File: src/hw/rtl/sha512_hash_core_macros.svh
// Assertion macros for the SHA-512 hash core
`ifndef SHA512_HASH_CORE_MACROS_SVH
`define SHA512_HASH_CORE_MACROS_SVH
`ifndef SYNTHESIS
`define SHA_ASSERT_IMP(label, clk, rst_n, ante, cons) \
  label: assert property (@(posedge clk) disable iff (!rst_n) (ante) |-> (cons)) \
    else $error("assertion failed");
`define SHA_ASSERT_NXT(label, clk, rst_n, ante, cons) \
  label: assert property (@(posedge clk) disable iff (!rst_n) (ante) |=> (cons)) \
    else $error("assertion failed");
`else
`define SHA_ASSERT_IMP(label, clk, rst_n, ante, cons)
`define SHA_ASSERT_NXT(label, clk, rst_n, ante, cons)
`endif
`endif

File: src/hw/rtl/sha512_pkg.sv
`timescale 1ns / 1ps
`default_nettype none
package sha512_pkg;

  typedef struct packed {
    logic [63:0] msg_word;
    logic [3:0]  valid_bytes;
    logic        last_word;
  } in_item_t;

  typedef struct packed {
    logic [63:0] digest_word;
    logic [2:0]  word_index;
    logic        digest_last;
  } out_item_t;

  typedef enum logic [2:0] {
    ST_IDLE,
    ST_ROUND,
    ST_FOLD,
    ST_PAD,
    ST_EMIT
  } ctl_state_t;

  // Controller to datapath
  typedef struct packed {
    logic       take_word;   // store a full message word
    logic       pad_start;   // build padded tail
    logic       round_init;  // load working vars from chain
    logic       round_step;  // one compression round
    logic [6:0] round_idx;
    logic       fold;        // add working vars into chain
    logic       second_blk;  // load second tail block
    logic       chain_reset; // back to initial hash
  } dp_cmd_t;

  // Datapath to controller
  typedef struct packed {
    logic block_full;
    logic two_blocks;
  } dp_sts_t;

  localparam logic [63:0] INIT_H [8] = '{
    64'h6a09e667f3bcc908, 64'hbb67ae8584caa73b, 64'h3c6ef372fe94f82b,
    64'ha54ff53a5f1d36f1, 64'h510e527fade682d1, 64'h9b05688c2b3e6c1f,
    64'h1f83d9abfb41bd6b, 64'h5be0cd19137e2179};

  localparam logic [63:0] ROUND_K [80] = '{
    64'h428a2f98d728ae22, 64'h7137449123ef65cd, 64'hb5c0fbcfec4d3b2f, 64'he9b5dba58189dbbc,
    64'h3956c25bf348b538, 64'h59f111f1b605d019, 64'h923f82a4af194f9b, 64'hab1c5ed5da6d8118,
    64'hd807aa98a3030242, 64'h12835b0145706fbe, 64'h243185be4ee4b28c, 64'h550c7dc3d5ffb4e2,
    64'h72be5d74f27b896f, 64'h80deb1fe3b1696b1, 64'h9bdc06a725c71235, 64'hc19bf174cf692694,
    64'he49b69c19ef14ad2, 64'hefbe4786384f25e3, 64'h0fc19dc68b8cd5b5, 64'h240ca1cc77ac9c65,
    64'h2de92c6f592b0275, 64'h4a7484aa6ea6e483, 64'h5cb0a9dcbd41fbd4, 64'h76f988da831153b5,
    64'h983e5152ee66dfab, 64'ha831c66d2db43210, 64'hb00327c898fb213f, 64'hbf597fc7beef0ee4,
    64'hc6e00bf33da88fc2, 64'hd5a79147930aa725, 64'h06ca6351e003826f, 64'h142929670a0e6e70,
    64'h27b70a8546d22ffc, 64'h2e1b21385c26c926, 64'h4d2c6dfc5ac42aed, 64'h53380d139d95b3df,
    64'h650a73548baf63de, 64'h766a0abb3c77b2a8, 64'h81c2c92e47edaee6, 64'h92722c851482353b,
    64'ha2bfe8a14cf10364, 64'ha81a664bbc423001, 64'hc24b8b70d0f89791, 64'hc76c51a30654be30,
    64'hd192e819d6ef5218, 64'hd69906245565a910, 64'hf40e35855771202a, 64'h106aa07032bbd1b8,
    64'h19a4c116b8d2d0c8, 64'h1e376c085141ab53, 64'h2748774cdf8eeb99, 64'h34b0bcb5e19b48a8,
    64'h391c0cb3c5c95a63, 64'h4ed8aa4ae3418acb, 64'h5b9cca4f7763e373, 64'h682e6ff3d6b2b8a3,
    64'h748f82ee5defb2fc, 64'h78a5636f43172f60, 64'h84c87814a1f0ab72, 64'h8cc702081a6439ec,
    64'h90befffa23631e28, 64'ha4506cebde82bde9, 64'hbef9a3f7b2c67915, 64'hc67178f2e372532b,
    64'hca273eceea26619c, 64'hd186b8c721c0c207, 64'heada7dd6cde0eb1e, 64'hf57d4f7fee6ed178,
    64'h06f067aa72176fba, 64'h0a637dc5a2c898a6, 64'h113f9804bef90dae, 64'h1b710b35131c471b,
    64'h28db77f523047d84, 64'h32caab7b40c72493, 64'h3c9ebe0a15c9bebc, 64'h431d67c49c100d4c,
    64'h4cc5d4becb3e42b6, 64'h597f299cfc657e2a, 64'h5fcb6fab3ad6faec, 64'h6c44198c4a475817};

  function automatic logic [63:0] ror64(input logic [63:0] x, input int n);
    ror64 = (x >> n) | (x << (64 - n));
  endfunction

endpackage
`default_nettype wire

File: src/hw/rtl/sha512_ctrl.sv
`timescale 1ns / 1ps
`default_nettype none
`include "sha512_hash_core_macros.svh"
module sha512_ctrl
  import sha512_pkg::*;
(
  input  wire logic      clk,
  input  wire logic      rst_n,
  input  wire logic      in_valid,
  input  wire in_item_t  in_data,
  output logic           in_ready,
  output logic           out_valid,
  input  wire logic      out_ready,
  output logic [2:0]     emit_idx,
  output dp_cmd_t        cmd,
  input  wire dp_sts_t   sts
);

  ctl_state_t state_r, state_nxt;
  logic [6:0] rnd_r, rnd_nxt;
  logic       final_r, final_nxt;   // compressing a padded tail, low until its first block
  logic       second_r, second_nxt; // second tail block pending
  logic [2:0] emit_r, emit_nxt;

  // Hold state
  always_ff @(posedge clk) begin
    if (!rst_n) begin
      state_r  <= ST_IDLE;
      rnd_r    <= '0;
      final_r  <= 1'b0;
      second_r <= 1'b0;
      emit_r   <= '0;
    end else begin
      state_r  <= state_nxt;
      rnd_r    <= rnd_nxt;
      final_r  <= final_nxt;
      second_r <= second_nxt;
      emit_r   <= emit_nxt;
    end
  end

  // Advance sequencer
  always_comb begin
    state_nxt  = state_r;
    rnd_nxt    = rnd_r;
    final_nxt  = final_r;
    second_nxt = second_r;
    emit_nxt   = emit_r;
    cmd        = '0;
    cmd.round_idx = rnd_r;
    in_ready   = 1'b0;
    out_valid  = 1'b0;
    case (state_r)
      ST_IDLE: begin
        in_ready = 1'b1;
        if (in_valid) begin
          if (in_data.last_word) begin
            cmd.pad_start = 1'b1;
            final_nxt = 1'b0;
            state_nxt = ST_PAD;
          end else begin
            cmd.take_word = 1'b1;
            if (sts.block_full) begin
              cmd.round_init = 1'b1;
              final_nxt = 1'b0;
              rnd_nxt = '0;
              state_nxt = ST_ROUND;
            end
          end
        end
      end
      ST_PAD: begin
        cmd.round_init = 1'b1;
        // Latch the block count only on entry to the first tail block
        if (!final_r) second_nxt = sts.two_blocks;
        final_nxt  = 1'b1;
        rnd_nxt    = '0;
        state_nxt  = ST_ROUND;
      end
      ST_ROUND: begin
        cmd.round_step = 1'b1;
        rnd_nxt = rnd_r + 7'd1;
        if (rnd_r == 7'd79) state_nxt = ST_FOLD;
      end
      ST_FOLD: begin
        cmd.fold = 1'b1;
        if (!final_r) begin
          state_nxt = ST_IDLE;
        end else if (second_r) begin
          cmd.second_blk = 1'b1;
          second_nxt = 1'b0;
          state_nxt  = ST_PAD;
        end else begin
          emit_nxt  = '0;
          state_nxt = ST_EMIT;
        end
      end
      ST_EMIT: begin
        out_valid = 1'b1;
        if (out_ready) begin
          emit_nxt = emit_r + 3'd1;
          if (emit_r == 3'd7) begin
            cmd.chain_reset = 1'b1;
            state_nxt = ST_IDLE;
          end
        end
      end
      default: state_nxt = ST_IDLE;
    endcase
  end

  assign emit_idx = emit_r;

  `SHA_ASSERT_IMP(a_rnd_range, clk, rst_n, state_r == ST_ROUND, rnd_r <= 7'd79)
  `SHA_ASSERT_NXT(a_round_to_fold, clk, rst_n, state_r == ST_ROUND && rnd_r == 7'd79,
                  state_r == ST_FOLD)
  `SHA_ASSERT_IMP(a_no_emit_busy, clk, rst_n, out_valid, !in_ready)
  `SHA_ASSERT_NXT(a_emit_done, clk, rst_n,
                  state_r == ST_EMIT && out_ready && emit_r == 3'd7, state_r == ST_IDLE)

endmodule
`default_nettype wire

File: config.mk
export PLATFORM = sky130hd
export DESIGN_NAME = sha512_ctrl
export DESIGN_NICKNAME = d
export VERILOG_FILES = /design/src/hw/rtl/sha512_pkg.sv /design/src/hw/rtl/sha512_ctrl.sv
export VERILOG_INCLUDE_DIRS = /design/src /design/src/hw/rtl
export SDC_FILE = /design/constraint.sdc
export NUM_CORES = 1
export LEC_CHECK = 0
export ABC_AREA = 0
export ABC_CLOCK_PERIOD_IN_PS = 2400
export BUFFER_PORTS_ARGS = -buffer_cell sky130_fd_sc_hd__buf_2
export CELL_PAD_IN_SITES_DETAIL_PLACEMENT = 0
export CELL_PAD_IN_SITES_GLOBAL_PLACEMENT = 1
export CORE_ASPECT_RATIO = 1.4
export CORE_MARGIN = 4
export CORE_UTILIZATION = 23
export CTS_CLUSTER_DIAMETER = 40
export DETAILED_ROUTE_END_ITERATION = 16
export PLACE_DENSITY_LB_ADDON = 0.1
export SKIP_LAST_GASP = 1
export SLEW_MARGIN = 5
export SYNTH_ARGS = -nofsm -noshare
export SYNTH_HDL_FRONTEND = slang
export SYNTH_SLANG_ARGS = --single-unit
File: constraint.sdc
create_clock -name clk -period 2.4 [get_ports clk]
set_input_delay 0.12 -clock clk [delete_from_list [all_inputs] [get_ports clk]]
set_output_delay 0.12 -clock clk [all_outputs]
set_load 0.03 [all_outputs]
**After elaboration in Yosys (flattened, before gate mapping)**

Index checks and enable logic that the tools add are counted.

- Memory bits (read-only): 0
- Bits in writable memories: 0
- Memories kept: 0
- Register bits: 15
- Bits of input ports: 75
- Latch bits: 0

- $add $sub $neg: 2
- Order comparisons: 0
- Bitwise gates (word level): 0
- Mux-type cells: 40
- Equal/unequal tests: 16
- Shift-type cells: 0
- Divide/modulo/power cells: 0
- Reduce and logical (&&, ||, !) cells: 10
- Multipliers: 0

Operators by type and width:

| operator | count |
|---|---|
| 3-bit 2-to-1 mux | 12 |
| 7-bit 2-to-1 mux | 3 |
| 7-bit one-hot mux with 3 select lines | 1 |
| 2-bit != test (second input constant) | 9 |
| 1-bit 2-to-1 mux | 17 |
| 3-bit one-hot mux with 5 select lines | 1 |
| 4-bit AND reduction | 2 |
| 7-bit by 1-bit adder with 7-bit output (second input constant) | 1 |
| 7-bit equality test (second input constant) | 1 |
| 3-bit by 2-bit equality test with 1-bit output (second input constant) | 2 |
| 3-bit equality test (second input constant) | 2 |
| 1-bit one-hot mux with 2 select lines | 3 |
| 3-bit one-hot mux with 2 select lines | 1 |
| 3-bit AND reduction | 2 |
| 2-bit nonzero test | 3 |
| 5-bit AND reduction | 1 |
| 2-bit 2-to-1 mux | 2 |
| 3-bit by 1-bit adder with 3-bit output (second input constant) | 1 |
| 3-bit by 1-bit equality test with 1-bit output (second input constant) | 1 |
| 3-bit zero test | 1 |
| 3-bit != test (second input constant) | 1 |
| 3-bit nonzero test | 1 |

**Depth between registers and ports, before layout**

Gate-level depths: netlist of run 1.

- Word-level depth: 4
- Depth in mapped cells: 6
- Gate-level depth less buffers: 6

**Least setup slack after synthesis of run 1**

Ideal clock, no wire load.

- Kind: register to output
- Start point: reg state_r[2]
- End point: out cmd[13] in the netlist's numbering
- Path buffers: 1
- Data arrival time: 1.732 ns
- Required time: 2.280 ns
- Stages on the path, launching flop included: 4
- Slack: 0.548 ns
- Cells stage by stage: dfxtp_1 buf_2 nor3_1 and3b_1

RTL lines:

| item | line | source |
|---|---|---|
| start: declaration | sha512_ctrl.sv:19 | `ctl_state_t state_r, state_nxt;` |
| start signal: assignment | sha512_ctrl.sv:34 | `state_r <= state_nxt;` |
| end: declaration | sha512_ctrl.sv:15 | `output dp_cmd_t cmd,` |

==> summary.txt, run 1 <==
Outcome
  – Status: completed

STA
  – Total setup violations reported at the end of the flow: 0
  – Final period util: 76.8%
  – Final Max Slew Viols: 0
  – Setup tns final: 0 ns
  – Fin Hold WS: 0.187 ns
  – Final Hold Fails: 0
  – Rel. slew slack: 53.3%
  – RSZ-0062 raised after global routing: no
  – Fin Clk Skew: 0.00973 ns
  – Tmin final: 1.84 ns
  – Peak Freq: 543 MHz
  – Pin slew with the least headroom to its limit: 0.700 ns

Placed design
  – RD Place Congestion: 0.704
  – Placed cell count: 165
  – HPWL Detailed: 1.71 mm
  – Post-DP Area: 1040 µm²
  – Port Buffer Count: 25

Worst hold path
  – Launch point of the worst hold path: rst_n
  – HP Class: input pin to register

Yosys
  – Mapped Area: 882 µm²
  – Synth warn: 0
  – Syn nets: 180
  – Register area share after synthesis: 34.0%
  – Cell variety after synth: 37
  – Synth Instances: 102
  – FF+latch count, synth: 15
  – Mean Syn Cell Area: 8.65 µm²

Floorplan
  – DIE WIDTH: 60.3 µm
  – Effective utilization at floorplan: 24.0%
  – DIE AREA: 4900 µm²
  – DIE HEIGHT: 81.3 µm
  – Rows: 26
  – I/O Pins: 94
  – Total core area: 3680 µm²

Route
  – Total Wirelength: 2.31 mm
  – DRT Pass-1 Iters: 4
  – WL per Instance: 13.7 µm
  – Vias/cell: 4.94
  – Antenna-violating nets left: 0
  – Vias: 835
  – Post-route DRC: 0
  – Initial DRC Count: 23

GRT
  – Pin count of the biggest net entering global routing: 20
  – First-pass GRT wire length: 3.71 mm
  – Total GRT Usage: 10.1%
  – Initial antenna violation count: 0
  – Total congestion overflow: 0
  – Vias in the first global route: 776

Finish
  – Share of cells above drive strength 1: 26.0%
  – Area grow syn2layout: 23.0%
  – Multi-input logic area: 551 µm²
  – Fillers: 422
  – Fin nets: 206
  – Finished Layout Cells: 169
  – Diodes inserted: 0
  – Register Area: 300 µm²
  – Post-layout instance area: 1080 µm²

Power
  – Final Power: 672 µW
  – Peak VDD IR: 0.000287 V
  – P per Cell Area: 619 nW/µm²
  – Leak: 0.000454 µW

Worst setup path
  – Crit-path max FO: 14
  – Worst-path cell chain: nor3b_2, and3_1, buf_2
  – WP data required: 2.28 ns
  – CP max-delay cell: dfxtp_1
  – Worst setup EP type: primary output
  – Worst stage delay on the critical path: 0.59 ns
  – Worst EP arrival: 1.72 ns
  – Worst setup SP type: register
  – Launch point of the worst path: state_r[2]$_SDFFE_PN0P_
  – WS Path Type: register to primary output
  – Worst reg2reg startpoint: state_r[0]$_SDFFE_PN0P_

Clock tree
  – CTS resizes: 0
  – Reg clk slew, reported paths: 0.07 ns
  – CTS tree: done
  – Number of buffers created by CTS: 3
  – H-tree depth: 1
  – Max clock buf depth: 2
  – Cts hold-fix bufs: 0
  – Skew-Pair Late Insertion Delay: 0.25 ns
  – Clock sink total: 15
  – Root Driver: clkbuf_8
  – Setup bufs post-CTS: 0

Flow run
  – Max-Cap Viols: 0
-- worst max-delay path: cells and delay by family (launching register included) --
kind | cells | cell delay [ns]
AND/OR/NAND/NOR | 2 | 0.70
buffers and inverters | 1 | 0.19
flip-flops | 1 | 0.59
-- layer usage --
metal  share of wire, %  GRT usage (%)  vias up  wire length, µm
li1                   -              -      422                -
met1                 42           12.6      390              962
met2                 48           15.8       21             1120
met3                9.2           2.86        2              214
met4               0.82           4.66        0               19
met5                  0              0        -                0
-- synth_stat cells, drive strengths merged --
cell     number  area share (%)
dfxtp        15              34
a21oi         8             5.0
nor2b         8             5.7
nand2         7             3.0
nor2          7             3.0
o21ai         7             4.0
buf           4             2.3
mux2i         4             4.5
and2          3             2.1
ha            3             4.3
inv           3             1.3
nand3         3             1.7
xor2          3             3.0
a22oi         2             1.7
and3          2             1.4
nor3          2             1.1
nor3b         2             2.3
o31ai         2             1.7
or3           2             1.4
a2111oi       1            0.99
a32oi         1            0.99
and3b         1            0.99
and4          1            0.99
and4bb        1             1.4
nand2b        1            0.71
nand3b        1            0.85
nand4bb       1             1.3
nor4b         1            0.99
o2111ai       1            0.99
o21bai        1             2.1
o22a          1            0.99
o22ai         1            0.71
o41a          1             1.3
or4           1             1.3
-- report_power, final --
group          internal (µW)  switching (µW)  leakage, µW
registers                263            35.9     0.000122
logic                   59.4             102     0.000309
clock network            118            94.1    0.0000228
total                    440             232     0.000454
-- placed cells by master, fill, tap and decap left out, types with 2 or more instances in the layout --
cell,count
buf_2,25
dfxtp_1,15
nor2b_1,8
nor2_1,7
nand2_1,7
a21oi_1,7
o21ai_0,6
mux2i_1,4
xor2_1,3
nand3_1,3
inv_1,3
and2_1,3
ha_1,3
clkbuf_8,3
nor3_1,2
a22oi_1,2
and3_1,2
or3_1,2
o31ai_1,2
-- area by class of cell --
| class | instances | area share [%] |
|---|---|---|
| Inverter | 3 | 1.04 |
| Tap cell | 42 | 4.84 |
| Multi-Input combinational cell | 80 | 50.7 |
| Sequential cell | 15 | 27.7 |
| Clock buffer | 4 | 4.15 |
| Timing Repair Buffer | 25 | 11.5 |
-- logic make-up (layout without fill, tap and decap cells) --
group | Yosys count | count (layout) | synth area share, %
simple gates | 44 | 44 | 30.2
mux | 4 | 4 | 4.54
fa+ha+maj | 3 | 3 | 4.26
compound gates | 26 | 26 | 20.4
xor+xnor | 3 | 3 | 2.98
buf+inv | 7 | 32 | 3.55
flops | 15 | 15 | 34.0
-- through the flow --
stage / util [%] / worst slack (ns)
5_1_grt: 29.5 / 0.394
4_1_cts: 29.5 / 0.519
3_5_place_dp: 28.3 / 0.561
6_report: 29.5 / 0.557
2_1_floorplan: - / 0.548
3_3_place_gp: 28.3 / 0.595
-- flip-flops by register name, summed over array words and instances (netlist names) --
name      count
emit_idx      3
final_r       1
rnd_r         7
second_r      1
state_r       3
-- final timing paths --
path	slack [ns]	to	depth (start not counted)
setup / recovery	0.56	cmd[0]	3
hold / removal	0.19	final_r$_SDFFE_PN0P_	3
setup reg to reg	0.57	rnd_r[0]$_SDFFE_PN0P_	4
hold reg to reg	0.52	rnd_r[6]$_SDFFE_PN0P_	2
No activity file was read; power rests on OpenSTA's default activity.
==> inputs of run 2 (changes only) <==
--- a/config.mk
+++ b/config.mk
@@ -6,14 +6,14 @@
 export SDC_FILE = /design/constraint.sdc
 export NUM_CORES = 1
 export LEC_CHECK = 0
-export ABC_AREA = 0
-export ABC_CLOCK_PERIOD_IN_PS = 2400
+export ABC_AREA = 1
+export ABC_CLOCK_PERIOD_IN_PS = 1650
 export BUFFER_PORTS_ARGS = -buffer_cell sky130_fd_sc_hd__buf_2
 export CELL_PAD_IN_SITES_DETAIL_PLACEMENT = 0
 export CELL_PAD_IN_SITES_GLOBAL_PLACEMENT = 1
 export CORE_ASPECT_RATIO = 1.4
 export CORE_MARGIN = 4
-export CORE_UTILIZATION = 23
+export CORE_UTILIZATION = 19
 export CTS_CLUSTER_DIAMETER = 40
 export DETAILED_ROUTE_END_ITERATION = 16
 export PLACE_DENSITY_LB_ADDON = 0.1
==> constraint.sdc (replaced) <==
create_clock -name clk -period 1.65 [get_ports clk]
set_input_delay 0.0825 -clock clk [delete_from_list [all_inputs] [get_ports clk]]
set_output_delay 0.0825 -clock clk [all_outputs]
set_load 0.03 [all_outputs]
==> summary.txt, run 2 <==
Floorplan
  – Effective utilization at floorplan: 19.9%
  – DIE HEIGHT: 89.8 µm
  – I/O Pins: 94
  – Rows: 29
  – DIE WIDTH: 66.4 µm
  – Total core area: 4570 µm²
  – DIE AREA: 5970 µm²

Yosys
  – Top-count cell post-synth: nand2_1
  – Register area share after synthesis: 33.1%
  – Cell variety after synth: 22
  – Synth Instances: 144
  – Syn nets: 222
  – Synth warn: 0
  – Mean Syn Cell Area: 6.31 µm²
  – Post-synth EDFFs: 0
  – Top post-synthesis cells by count: nand2_1 (39), inv_1 (19), nor2_1 (16)
  – Cell taking the most area after synthesis: dfxtp_1
  – Mapped Area: 908 µm²
  – Synth top area share: 33.1%
  – Main synth FF type: dfxtp_1
  – Fraction of registers with async set/reset: 0%
  – Synth area leaders: dfxtp_1 (33%), nand2_1 (16%), inv_1 (7.9%), nand3_1 (7.7%), nor2_1 (6.6%)
  – FF+latch count, synth: 15

Finish
  – Largest register by flop count: rnd_r
  – Share of cells above drive strength 1: 27.2%
  – Commonest non-fill, non-tap cells in the layout: nand2_1 (38), buf_2 (24), inv_1 (19), nor2_1 (16), nand3_1 (14)
  – Max reg flops: 7
  – Fillers: 549
  – Diodes inserted: 0
  – Fin nets: 252
  – Most common cell after layout, fill and taps aside: nand2_1
  – Area grow syn2layout: 29.9%

STA
  – Rel. slew slack: 74.1%
  – Final Hold Fails: 0
  – Fin Clk Skew: 0.00208 ns
  – Total setup violations reported at the end of the flow: 0
  – Final Max Slew Viols: 0
  – Final period util: 90.3%
  – Pin slew with the least headroom to its limit: 0.388 ns
  – Tmin final: 1.49 ns
  – Setup ws final: 0.159 ns
  – Setup tns final: 0 ns
  – Peak Freq: 671 MHz
  – RSZ-0062 raised after global routing: no

Route
  – WL per Instance: 10.6 µm
  – Post-route DRC: 0
  – Vias: 972
  – Vias/cell: 4.14
  – Antenna-violating nets left: 0
  – DRT Pass-1 Iters: 4
  – Initial DRC Count: 22
  – Total Wirelength: 2.50 mm

Clock tree
  – CTS tree: done
  – Number of buffers created by CTS: 3
  – Skew-Pair Late Insertion Delay: 0.25 ns
  – H-tree depth: 1
  – Reg clk slew, reported paths: 0.06 ns
  – CTS resizes: 0
  – Setup bufs post-CTS: 0
  – Root Driver: clkbuf_8
  – Cts hold-fix bufs: 0
  – Clock sink total: 15
  – Max clock buf depth: 2

Worst hold path
  – Hold depth: 2
  – Hold path endpoint: final_r$_SDFFE_PN0P_
  – Launch point of the worst hold path: in_valid
  – HP Class: input pin to register

Worst setup path
  – Worst reg2reg startpoint: rnd_r[0]$_SDFFE_PN0P_
  – WP data required: 1.57 ns
  – Worst r2r dst: state_r[0]$_SDFFE_PN0P_
  – Launch point of the worst path: state_r[0]$_SDFFE_PN0P_
  – Worst setup EP type: primary output
  – Worst EP arrival: 1.41 ns
  – R2r setup slk: 0.24 ns
  – WS Path Type: register to primary output
  – Worst setup SP type: register
  – Crit-path max FO: 8
  – FF-to-FF path depth: 8

Placed design
  – Dpl ws: 0.210 ns
  – HPWL Detailed: 2.03 mm
  – Port Buffer Count: 25
  – RD Place Congestion: 0.721

GRT
  – Pin count of the biggest net entering global routing: 12
  – Total congestion overflow: 0
  – Total GRT Usage: 9.17%
  – Initial antenna violation count: 0
  – Vias in the first global route: 963
  – First-pass GRT wire length: 4.35 mm

Power
  – P per Cell Area: 973 nW/µm²
  – Peak VDD IR: 0.000258 V
  – Leak: 0.000592 µW

Flow run
  – Max-Cap Viols: 0

Outcome
  – Status: completed
[run 2: cell types whose count changed in the layout (fill, tap and decap cells not counted), moves of 3 or more]
cell | before | now
nand2_1 | 7 | 38
inv_1 | 3 | 19
nand3_1 | 3 | 14
nor2_1 | 7 | 16
nor2b_1 | 8 | 0
a21oi_1 | 7 | 11
mux2i_1 | 4 | 0
nor2_2 | 0 | 4
and2_1 | 3 | 0
dfxtp_1 | 15 | 12
dfxtp_2 | 0 | 3
nand4_1 | 0 | 3
xor2_1 | 3 | 0
[run 2: cell type report]
cell class              count  area [µm²]  area share, %
clock buffers               3        41.3           3.50
clock inverters             1        5.00          0.424
inverters                  21        78.8           6.68
multi-input cells         107         538           45.6
flip-flops and latches     15         304           25.8
well taps                  62        77.6           6.57
repair buffers             26         135           11.5
[run 2: kinds of logic (layout without fill, tap and decap cells)]
family                   after synthesis  after routing  synth area share [%]
flip-flops                            15             15                  33.1
buffers and inverters                 22             51                  9.09
AND/OR/NAND/NOR                       84             84                  41.6
AO/OA/AOI/OAI                         20             20                  12.1
adder cells (fa/ha/maj)                3              3                  4.13
[run 2: metal layers]
layer	global-route usage [%]	up-vias	part of all wire [%]
met3	2.24	2	4.5
met2	15.1	19	49
met1	11.5	434	46
met4	3.05	0	0.88
li1	-	517	-
met5	0	-	0
[run 2: how the worst max path moves through the flow]
stage / endpoint / depth (start not counted)
floorplan: state_r[0]$_SDFFE_PN0P_ / 8
global route: cmd[11] / 7
global placement: state_r[0]$_SDFFE_PN0P_ / 8
detailed placement: state_r[0]$_SDFFE_PN0P_ / 8
finish: cmd[11] / 7
CTS: cmd[11] / 7
[run 2: stage by stage]
stage | cell area, µm² | total power (µW) | cells | util (%) | hold WS (ns)
floorplan | 913 | 725 | 144 | - | 0.180
global placement | 1120 | 849 | 231 | 24.5 | 0.327
detailed placement | 1120 | 848 | 231 | 24.5 | 0.325
CTS | 1170 | 1160 | 235 | 25.5 | 0.0556
global route | 1180 | 1240 | 235 | 25.8 | 0.0680
finish | 1180 | 1150 | 235 | 25.8 | 0.0610
[run 2: critical path: stages, from the launching register on]
cell and delay, ns:
dfxtp_2 0.38, inv_2 0.10, a21oi_1 0.15, nand2_1 0.07
inv_1 0.08, nand2_4 0.09, nor2_1 0.10, clkbuf_4 0.19
[run 2: power by group]
group | total, µW | internal [µW] | switching, µW
Sequential | 426 | 393 | 33.1
Combinational | 422 | 128 | 294
Clock | 299 | 167 | 132
Total | 1150 | 689 | 459
==> inputs of run 3 (changes only) <==
--- a/config.mk
+++ b/config.mk
@@ -16,7 +16,7 @@
 export CORE_UTILIZATION = 19
 export CTS_CLUSTER_DIAMETER = 40
 export DETAILED_ROUTE_END_ITERATION = 16
-export PLACE_DENSITY_LB_ADDON = 0.1
+export PLACE_DENSITY = 0.87
 export SKIP_LAST_GASP = 1
 export SLEW_MARGIN = 5
 export SYNTH_ARGS = -nofsm -noshare
==> constraint.sdc (replaced) <==
create_clock -name clk -period 1.65 [get_ports clk]
set_input_delay 0.0825 -clock clk [delete_from_list [all_inputs] [get_ports clk]]
set_output_delay 0.0825 -clock clk [all_outputs]
set_load 0.05 [all_outputs]
==> summary.txt, run 3 (synthesized netlist as in run 2, its figures left out) <==
GRT
  – Total GRT Usage: 8.50%
  – Vias in the first global route: 957
  – Pin count of the biggest net entering global routing: 12
  – Total congestion overflow: 0
  – Initial antenna violation count: 0
  – First-pass GRT wire length: 4.13 mm

Clock tree
  – Reg clk slew, reported paths: 0.06 ns
  – Max clock buf depth: 2
  – Setup bufs post-CTS: 0
  – H-tree depth: 1
  – Number of buffers created by CTS: 3
  – Root Driver: clkbuf_8
  – Skew-Pair Late Insertion Delay: 0.24 ns
  – CTS tree: done
  – Clock sink total: 15

Finish
  – Commonest non-fill, non-tap cells in the layout: nand2_1 (39), buf_2 (24), inv_1 (19), nor2_1 (16), nand3_1 (14)
  – Share of cells above drive strength 1: 26.7%
  – Area grow syn2layout: 29.5%
  – Most common cell after layout, fill and taps aside: nand2_1
  – Max reg flops: 7
  – Fin nets: 251
  – Diodes inserted: 0
  – Largest register by flop count: rnd_r
  – Finished Layout Cells: 234

Outcome
  – Status: completed

STA
  – Pin slew with the least headroom to its limit: 0.336 ns
  – Rel. slew slack: 77.5%
  – Fin Clk Skew: 0.00160 ns
  – Peak Freq: 651 MHz
  – Final period util: 93.1%
  – Final Hold Fails: 0
  – Fin Hold WS: 0.0751 ns
  – Tmin final: 1.54 ns
  – Setup ws final: 0.115 ns
  – Total setup violations reported at the end of the flow: 0
  – Final Max Slew Viols: 0

Floorplan
  – Effective utilization at floorplan: 19.9%
  – Total core area: 4570 µm²
  – DIE HEIGHT: 89.8 µm
  – Rows: 29
  – DIE AREA: 5970 µm²
  – DIE WIDTH: 66.4 µm
  – I/O Pins: 94

Placed design
  – Port Buffer Count: 25
  – Placed cell count: 230
  – RD Place Congestion: 0.801
  – Dpl ws: 0.220 ns
  – HPWL Detailed: 1.86 mm

Route
  – Antenna-violating nets left: 0
  – WL per Instance: 10.0 µm
  – Initial DRC Count: 47
  – Post-route DRC: 0
  – Vias/cell: 4.14
  – Vias: 968
  – Total Wirelength: 2.35 mm
  – DRT Pass-1 Iters: 4

Worst setup path
  – Crit path max-delay family: simple AND/OR/NAND/NOR gates
  – Worst EP arrival: 1.45 ns
  – Worst setup SP type: register
  – Critical path depth: 7
  – FF-to-FF path depth: 8
  – CP max-delay cell: dfxtp_2
  – Crit-path max FO: 8
  – Crit-path most repeated cell: inv_2
  – Worst setup EP type: primary output
  – WS Path Type: register to primary output
  – Buf/Inv on CP: 3
  – Worst stage delay on the critical path: 0.37 ns
  – Worst-path cell chain: inv_2, nand2_1, inv_2, o21ai_2, nand2_2, nor2_1, buf_6
  – WP data required: 1.57 ns

Power
  – Leak: 0.000591 µW
  – P per Cell Area: 1020 nW/µm²
  – Final Power: 1200 µW
  – Peak VDD IR: 0.000350 V

Flow run
  – Max-Cap Viols: 0

Worst hold path
  – Hold depth: 2
  – HP Class: input pin to register
-- run 3: routing by layer --
layer / track usage [%] / wire length (µm) / up-vias
li1: - / - / 519
met1: 10.3 / 1030 / 420
met2: 14.3 / 1180 / 25
met3: 1.75 / 123 / 4
met4: 3.22 / 25 / 0
met5: 0 / 0 / -
-- run 3: repair_timing --
action / 4_1_cts / 5_1_grt
setup endpoints to repair: 1 / 1
resized for setup: 1 / 4
endpoints found under the hold margin: 0 / 0
hold buffers: 0 / 0
pin swaps: 0 / 0
-- run 3: through the flow --
stage	TNS [ns]	util [%]	instance area, µm²
2_1_floorplan	0	-	922
3_3_place_gp	0	24.5	1120
3_5_place_dp	0	24.5	1120
4_1_cts	0	25.6	1170
5_1_grt	-0.00343	25.7	1180
6_report	0	25.7	1180
-- run 3: layout make-up --
type / instances / area [µm²]
Clock buffer: 4 / 45.0
Fill cell: 539 / 3400
Inverter: 21 / 78.8
Multi-Input combinational cell: 107 / 537
Sequential cell: 15 / 307
Tap cell: 62 / 77.6
Timing Repair Buffer: 25 / 131
-- run 3: path summary, 6_finish.rpt --
check | start | to | slack [ns]
worst max-delay path | state_r[0]$_SDFFE_PN0P_ | cmd[11] | 0.11
worst min-delay path | in_valid | final_r$_SDFFE_PN0P_ | 0.08
worst max register to register | rnd_r[0]$_SDFFE_PN0P_ | state_r[0]$_SDFFE_PN0P_ | 0.25
worst min register to register | rnd_r[1]$_SDFFE_PN0P_ | rnd_r[1]$_SDFFE_PN0P_ | 0.49
-- run 3: power breakdown --
group          total (µW)  internal (µW)  switching [µW]
Sequential            427            395            32.3
Clock                 294            171             123
Combinational         483            123             360
